**src/rtl/bit_pkg.sv**
```systemverilog
// ----------------------------------------------------------------------------
// bit_pkg
// Shared constants, types and helpers of the backtrace intern table.
// ----------------------------------------------------------------------------
package bit_pkg;

    localparam int NUM_BUCKETS_DEF = 1024;
    localparam int MAX_DEPTH_DEF   = 16;
    localparam int MAX_ENTRIES_DEF = 1024;
    localparam int ROT_RIGHT       = 3;
    localparam int ROT_LEFT        = 29;
    localparam int ID_W            = 10;
    localparam logic [4:0] DEPTH_RESET = 5'd4;

    typedef enum logic [1:0] {
        OUT_FOUND = 2'd0,
        OUT_NEW   = 2'd1,
        OUT_FULL  = 2'd2
    } t_outcome;

    typedef enum logic [3:0] {
        ST_CLEAR,
        ST_GATHER,
        ST_HEAD,
        ST_HEAD_WAIT,
        ST_CHECK,
        ST_CMP,
        ST_CMP_WAIT,
        ST_LINK,
        ST_LINK_WAIT,
        ST_STORE,
        ST_OUT
    } t_state;

    // controller -> datapath
    typedef struct packed {
        logic clr_step;  // empty one bucket head after reset
        logic head_rd;   // read bucket head
        logic cmp_start; // clear compare index, read first word
        logic cmp_step;  // compare word, advance
        logic link_rd;   // follow chain link
        logic store_step;// write one entry word
        logic store_fin; // link entry, bump pool count
        logic res_found;
        logic res_new;
        logic res_full;
    } t_cmd;

    // datapath -> controller
    typedef struct packed {
        logic clr_last;  // clearing pass at last bucket
        logic run_done;  // last word of run taken
        logic link_ok;   // current link valid and within walk bound
        logic cmp_last;  // compare index at last word
        logic cmp_miss;  // current word differs
        logic pool_full;
        logic store_last;
        logic out_busy;  // result register still occupied
    } t_stat;

    function automatic logic [31:0] hash_step(input logic [31:0] acc, input logic [31:0] w);
        logic [31:0] x;
        x = acc ^ w;
        return (x >> ROT_RIGHT) | (x << ROT_LEFT);
    endfunction

endpackage

```
**src/rtl/bit_ctrl.sv**
```systemverilog
// ----------------------------------------------------------------------------
// bit_ctrl
// Sequencer of lookup, chain walk and store.
// ----------------------------------------------------------------------------
module bit_ctrl (
    input  logic            i_clk,
    input  logic            i_rst_n,
    input  logic            i_cfg_we,
    input  bit_pkg::t_stat  i_stat,
    output bit_pkg::t_cmd   o_cmd,
    output logic            o_in_ready
);
    bit_pkg::t_state r_state, n_state;

    always_ff @(posedge i_clk) begin
        if (!i_rst_n) begin
            r_state <= bit_pkg::ST_CLEAR;
        end else if (i_cfg_we && r_state != bit_pkg::ST_CLEAR) begin
            r_state <= bit_pkg::ST_GATHER;
        end else begin
            r_state <= n_state;
        end
    end

    always_comb begin
        n_state = r_state;
        case (r_state)
            bit_pkg::ST_CLEAR:     if (i_stat.clr_last) n_state = bit_pkg::ST_GATHER;
            bit_pkg::ST_GATHER:    if (i_stat.run_done) n_state = bit_pkg::ST_HEAD;
            bit_pkg::ST_HEAD:      n_state = bit_pkg::ST_HEAD_WAIT;
            bit_pkg::ST_HEAD_WAIT: n_state = bit_pkg::ST_CHECK;
            bit_pkg::ST_CHECK: begin
                if (i_stat.link_ok)        n_state = bit_pkg::ST_CMP_WAIT;
                else if (i_stat.pool_full) n_state = bit_pkg::ST_OUT;
                else                       n_state = bit_pkg::ST_STORE;
            end
            bit_pkg::ST_CMP_WAIT:  n_state = bit_pkg::ST_CMP;
            bit_pkg::ST_CMP: begin
                if (i_stat.cmp_miss)      n_state = bit_pkg::ST_LINK;
                else if (i_stat.cmp_last) n_state = bit_pkg::ST_OUT;
                else                      n_state = bit_pkg::ST_CMP_WAIT;
            end
            bit_pkg::ST_LINK:      n_state = bit_pkg::ST_LINK_WAIT;
            bit_pkg::ST_LINK_WAIT: n_state = bit_pkg::ST_CHECK;
            bit_pkg::ST_STORE:     if (i_stat.store_last) n_state = bit_pkg::ST_OUT;
            bit_pkg::ST_OUT:       if (!i_stat.out_busy) n_state = bit_pkg::ST_GATHER;
            default:               n_state = bit_pkg::ST_GATHER;
        endcase
    end

    always_comb begin
        o_cmd      = '0;
        o_in_ready = 1'b0;
        case (r_state)
            bit_pkg::ST_CLEAR:  o_cmd.clr_step = 1'b1;
            bit_pkg::ST_GATHER: o_in_ready = 1'b1;
            bit_pkg::ST_HEAD:   o_cmd.head_rd = 1'b1;
            bit_pkg::ST_CHECK: begin
                if (i_stat.link_ok) o_cmd.cmp_start = 1'b1;
            end
            bit_pkg::ST_CMP: begin
                if (i_stat.cmp_miss) o_cmd.link_rd = 1'b1;
                else if (!i_stat.cmp_last) o_cmd.cmp_step = 1'b1;
                else o_cmd.res_found = 1'b1;
            end
            bit_pkg::ST_STORE: begin
                o_cmd.store_step = 1'b1;
                if (i_stat.store_last) begin
                    o_cmd.store_fin = 1'b1;
                    o_cmd.res_new   = 1'b1;
                end
            end
            default: ;
        endcase
        if (r_state == bit_pkg::ST_CHECK && !i_stat.link_ok && i_stat.pool_full)
            o_cmd.res_full = 1'b1;
    end

    // a run only closes from gather
    assert property (@(posedge i_clk) disable iff (!i_rst_n)
        (r_state == bit_pkg::ST_HEAD) |-> $past(r_state) == bit_pkg::ST_GATHER || $past(i_cfg_we)
            || $past(!i_rst_n))
        else $error("head read without closing word");
    assert property (@(posedge i_clk) disable iff (!i_rst_n)
        o_in_ready |-> r_state == bit_pkg::ST_GATHER)
        else $error("ready outside gather");
    assert property (@(posedge i_clk) disable iff (!i_rst_n)
        $countones({o_cmd.res_found, o_cmd.res_new, o_cmd.res_full}) <= 1)
        else $error("two results at once");
endmodule

```
**config.mk**
```make
export PLATFORM = sky130hd
export DESIGN_NAME = bit_ctrl
export DESIGN_NICKNAME = d
export VERILOG_FILES = /design/src/rtl/bit_pkg.sv /design/src/rtl/bit_ctrl.sv
export SDC_FILE = /design/constraint.sdc
export NUM_CORES = 1
export LEC_CHECK = 0
export BUFFER_PORTS_ARGS = -buffer_cell sky130_fd_sc_hd__buf_2
export CAP_MARGIN = 15
export CORE_UTILIZATION = 35
export CTS_CLUSTER_SIZE = 14
export DETAILED_ROUTE_END_ITERATION = 7
export PLACE_DENSITY = 0.67
export RECOVER_POWER = 25
export SLEW_MARGIN = 10
export SYNTH_ARGS = -nofsm -noshare
export SYNTH_HDL_FRONTEND = slang
export SYNTH_SLANG_ARGS = --single-unit
```
**constraint.sdc**
```tcl
create_clock -name i_clk -period 1.9 [get_ports i_clk]
set_clock_uncertainty 0.05 [all_clocks]
set_input_delay 0.285 -clock i_clk [delete_from_list [all_inputs] [get_ports i_clk]]
set_output_delay 0.285 -clock i_clk [all_outputs]
set_load 0.05 [all_outputs]
```
---- Word-level counts from Yosys, hierarchy flattened ----
Index checks and enable logic that the tools add are counted.
storage, ports and cells
  register bits ........................... 4
  bits in latches ......................... 0
  memory bits (writable) .................. 0
  memory bits (read-only) ................. 0
  bits of input ports ..................... 11
  output and inout port bits .............. 11
  logic and storage cells ................. 57
  memories ................................ 0
operators by class
  $add $sub $neg .......................... 0
  multipliers ............................. 0
  div/mod/pow operators ................... 0
  magnitude comparators ................... 0
  equal/unequal tests ..................... 18
  shift operators ......................... 0
  multiplexer cells ....................... 26
  bitwise logic cells ..................... 1
  reduce and logical (&&, ||, !) cells .... 10
operators by type and width
  kind                                                              count
  4-bit one-hot mux with 10 select lines                            1
  4-bit 2-to-1 mux                                                  7
  4-bit by 3-bit == test with 1-bit output (second input constant)  4
  1-bit 2-to-1 mux                                                  15
  4-bit == test (second input constant)                             3
  3-bit inequality test (second input constant)                     4
  4-bit by 2-bit == test with 1-bit output (second input constant)  2
  2-bit inequality test (second input constant)                     4
  4-bit AND reduction                                               2
  2-bit 2-to-1 mux                                                  3
  4-bit by 1-bit == test with 1-bit output (second input constant)  1
  4-bit logical NOT                                                 1
  4-bit nonzero test                                                1
  2-bit OR reduction                                                2
  1-bit logical AND                                                 3
  1-bit logical NOT                                                 1
  1-bit inverter                                                    1

---- Longest topological paths before layout ----
  word-level depth ........................ 4
  depth in mapped cells ................... 6
  mapped depth without buffers ............ 4

---- Worst setup path before layout ----
OpenSTA, ideal clock, no wires.
  path kind ............................... flip-flop to output port
  start point ............................. reg r_state[1]
  end point ............................... out o_cmd[3] in the netlist's numbering
  arrival time ............................ 2,310 ps
  data required time ...................... 1,565 ps
  path slack .............................. -745 ps
  stages on the path, launching flop included .. 6
  buffers on the path ..................... 2
  cells stage by stage .................... dfxtp_1 -> clkbuf_1 -> or2_1 -> nor2_1 -> and2_1 -> buf_4
RTL lines
  what                    line            RTL
  from (decl)             bit_ctrl.sv:13  bit_pkg::t_state r_state, n_state;
  from (signal assigned)  bit_ctrl.sv:17  r_state <= bit_pkg::ST_CLEAR;
  from (signal assigned)  bit_ctrl.sv:19  r_state <= bit_pkg::ST_GATHER;
  from (signal assigned)  bit_ctrl.sv:21  r_state <= n_state;
  to (decl)               bit_ctrl.sv:10  output bit_pkg::t_cmd o_cmd,

==> impl_metrics.json <==
{
  "place_congestion": 0.853,
  "synth_area_um2": 528,
  "drc_errors": 0,
  "grt_usage_pct": 21.0,
  "crit_family": "simple AND/OR/NAND/NOR gates",
  "slew_violations": 0,
  "cts_sinks": 4,
  "ant_nets": 0,
  "post-route-cell-area_um2": 806,
  "critical_path_buf_inv_count": 1,
  "top_register": "r_state",
  "num_antenna_cells": 0,
  "worstMarginPinSlew_ns": 0.368,
  "htree_levels": 1,
  "period_share_pct": 97.9,
  "final_cell_mix": "17 x buf_2, 13 x buf_4, 7 x nand2_1",
  "clk_pin_slew_ns": 0.03,
  "drtIter0Drc": 12,
  "reg2reg_to": "r_state[0]",
  "fin_tns_setup_ns": 0,
  "worstHoldStart": "i_rst_n",
  "yosys_warnings": 0,
  "path_class": "reg2out",
  "cp_slowest_stage_delay_ns": 0.57,
  "cts-root-buf": "clkbuf_4",
  "fin_crit_ns": 1.86,
  "critPathCaptureType": "output port",
  "grt_max_degree": 14,
  "start_kind": "flop",
  "cp_data_arrival_time_ns": 1.52,
  "final_common_cell": "buf_2",
  "coreArea_um2": 1350,
  "crit_required_ns": 1.56,
  "crit_chain": "or4b_4 -> nor3b_4 -> buf_6",
  "insertion_delay_ns": 0.23,
  "slew_headroom_pct": 74.8,
  "slowest_stage": "or4b_4",
  "first_global_vias": 552,
  "syn_inst": 72,
  "grt_pass1_wl_mm": 2.28,
  "p_leak_uw": 0.000370,
  "routedWlPerCell_um": 13.2,
  "regToRegStartpoint": "r_state[3]",
  "syn_nets": 83,
  "port_buffers": 21,
  "placed_area_um2": 718,
  "fmax_ghz": 0.538,
  "drt_wl_total_mm": 1.54,
  "hold_path_end": "r_state[0]",
  "drive_above_1_share_pct": 52.9,
  "vias": 645,
  "whs_ns": 0.246,
  "dr.pass1.iters": 4,
  "area_delta_synth_final_pct": 52.6,
  "core.rowCount": 13,
  "synthDistinctLibCells": 39,
  "cts.path.max_buffers": 2,
  "peakVddDrop_mv": 0.397,
  "antenna_found_initial": 0,
  "die_y_um": 40.8,
  "start_util_pct": 39.1,
  "cap_violations": 0,
  "r2r_setup_slack_ns": 0.12,
  "die_w_um": 40.8,
  "vias_per_cell": 5.51,
  "ios": 22,
  "powerDensity_nw_per_um2": 847,
  "critPathMaxFanout": 5,
  "syn_avg_cell_area_um2": 7.33,
  "hold_viol": 0,
  "hold_depth": 3,
  "grt_overflow_total": 0,
  "dieArea_um2": 1670,
  "post-dp-hpwl_mm": 1.20,
  "rsz0062_at_grt": "yes",
  "setup_violations": 0,
  "synth.ff_latch_count": 4,
  "top_regs": "r_state: 4 flops",
  "cts_tree": "built",
  "finalNetCount": 115,
  "r2r_cells": 5,
  "largest_register_ffs": 4,
  "cts_buffers": 3,
  "status": "finished clean",
  "yosysSeqAreaShare_pct": 15.2,
  "hold_class": "in2reg"
}
metal layers:
metal	GRT usage, %	vias up	wire length (µm)
met5	0	-	0
met1	26.0	301	707
met2	34.0	17	764
met3	3.26	0	71
li1	-	327	-
met4	11.7	0	0
report_power, final:
group	leakage, µW	total, µW	internal (µW)	switching, µW
sequential	0.0000349	125	102	23.1
combinational	0.000321	456	193	263
clock	0.0000138	101	70.3	30.7
final cells by class:
type / count / area, µm²
Fill cell: 139 / 544
Multi-Input combinational cell: 58 / 449
Timing Repair Buffer: 33 / 210
Sequential cell: 4 / 90.1
Clock buffer: 3 / 22.5
Tap cell: 15 / 18.8
Inverter: 4 / 15.0
worst register-to-register path, stage by stage (launching register included):
cell	delay, ns
dfxtp_4	0.35
buf_4	0.13
or4b_1	0.51
a21o_1	0.25
a221oi_2	0.28
a211oi_2	0.07
how the worst max path moves through the flow:
| stage | end | depth (start not counted) | startpoint |
|---|---|---|---|
| after floorplan | o_cmd[3] | 5 | r_state[3] |
| after global placement | o_cmd[0] | 3 | r_state[3] |
| after detailed placement | o_cmd[0] | 3 | r_state[3] |
| after CTS | o_cmd[0] | 3 | r_state[3] |
| after global routing | o_cmd[0] | 3 | r_state[0] |
| final | o_cmd[0] | 3 | r_state[0] |
synth_stat cells, drive strengths merged:
master   instances  share of area, %
or2              1               1.2
o21ai            2               1.9
inv              4               2.8
dfxtp            4                15
nor2b            3               3.6
o21a             1               1.4
or4b             2               4.5
a311oi           1               1.7
and3b            1               1.7
a311o            1               1.9
or4              1               1.4
a221oi           1               2.8
and2             2               2.8
nand4b           2               3.3
nand3b           2               2.8
nor2             6               4.3
nand2b           4               4.7
a21oi            4               3.8
nand2            7               5.0
nor3b            1               1.4
nor4bb           1               1.9
nor4b            1               1.7
a2111oi          1               1.7
clkbuf           3               2.1
nor3             4               4.7
and4b            1               1.9
a211oi           1               2.4
buf              3               4.5
o22ai            2               3.6
a21o             2               2.8
o2111ai          2               3.3
or3              1               1.2
logic make-up (layout without fill, tap and decap cells):
kind of cell	Yosys count	count (layout)	share of synthesized area, %
compound gates	18	18	27.2
buf+inv	10	40	9.48
flops	4	4	15.2
simple gates	40	40	48.1
what timing repair did:
action	in CTS	in global routing
resized for setup	10	3
setup endpoints to repair	6	4
hold buffers	0	0
buffers inserted	1	4
pin swaps	2	1
through the flow:
stage          util (%)  std cells  total power, µW  setup slack (ns)
5_1_grt            59.7        117              732          -0.00459
6_report           59.7        117              682            0.0406
3_5_place_dp       53.2        109              550            0.0855
2_1_floorplan         -         72              436            -0.178
3_3_place_gp       53.2        109              548             0.109
4_1_cts            57.3        113              673          -0.00105
(Power assumes the default switching activity.)
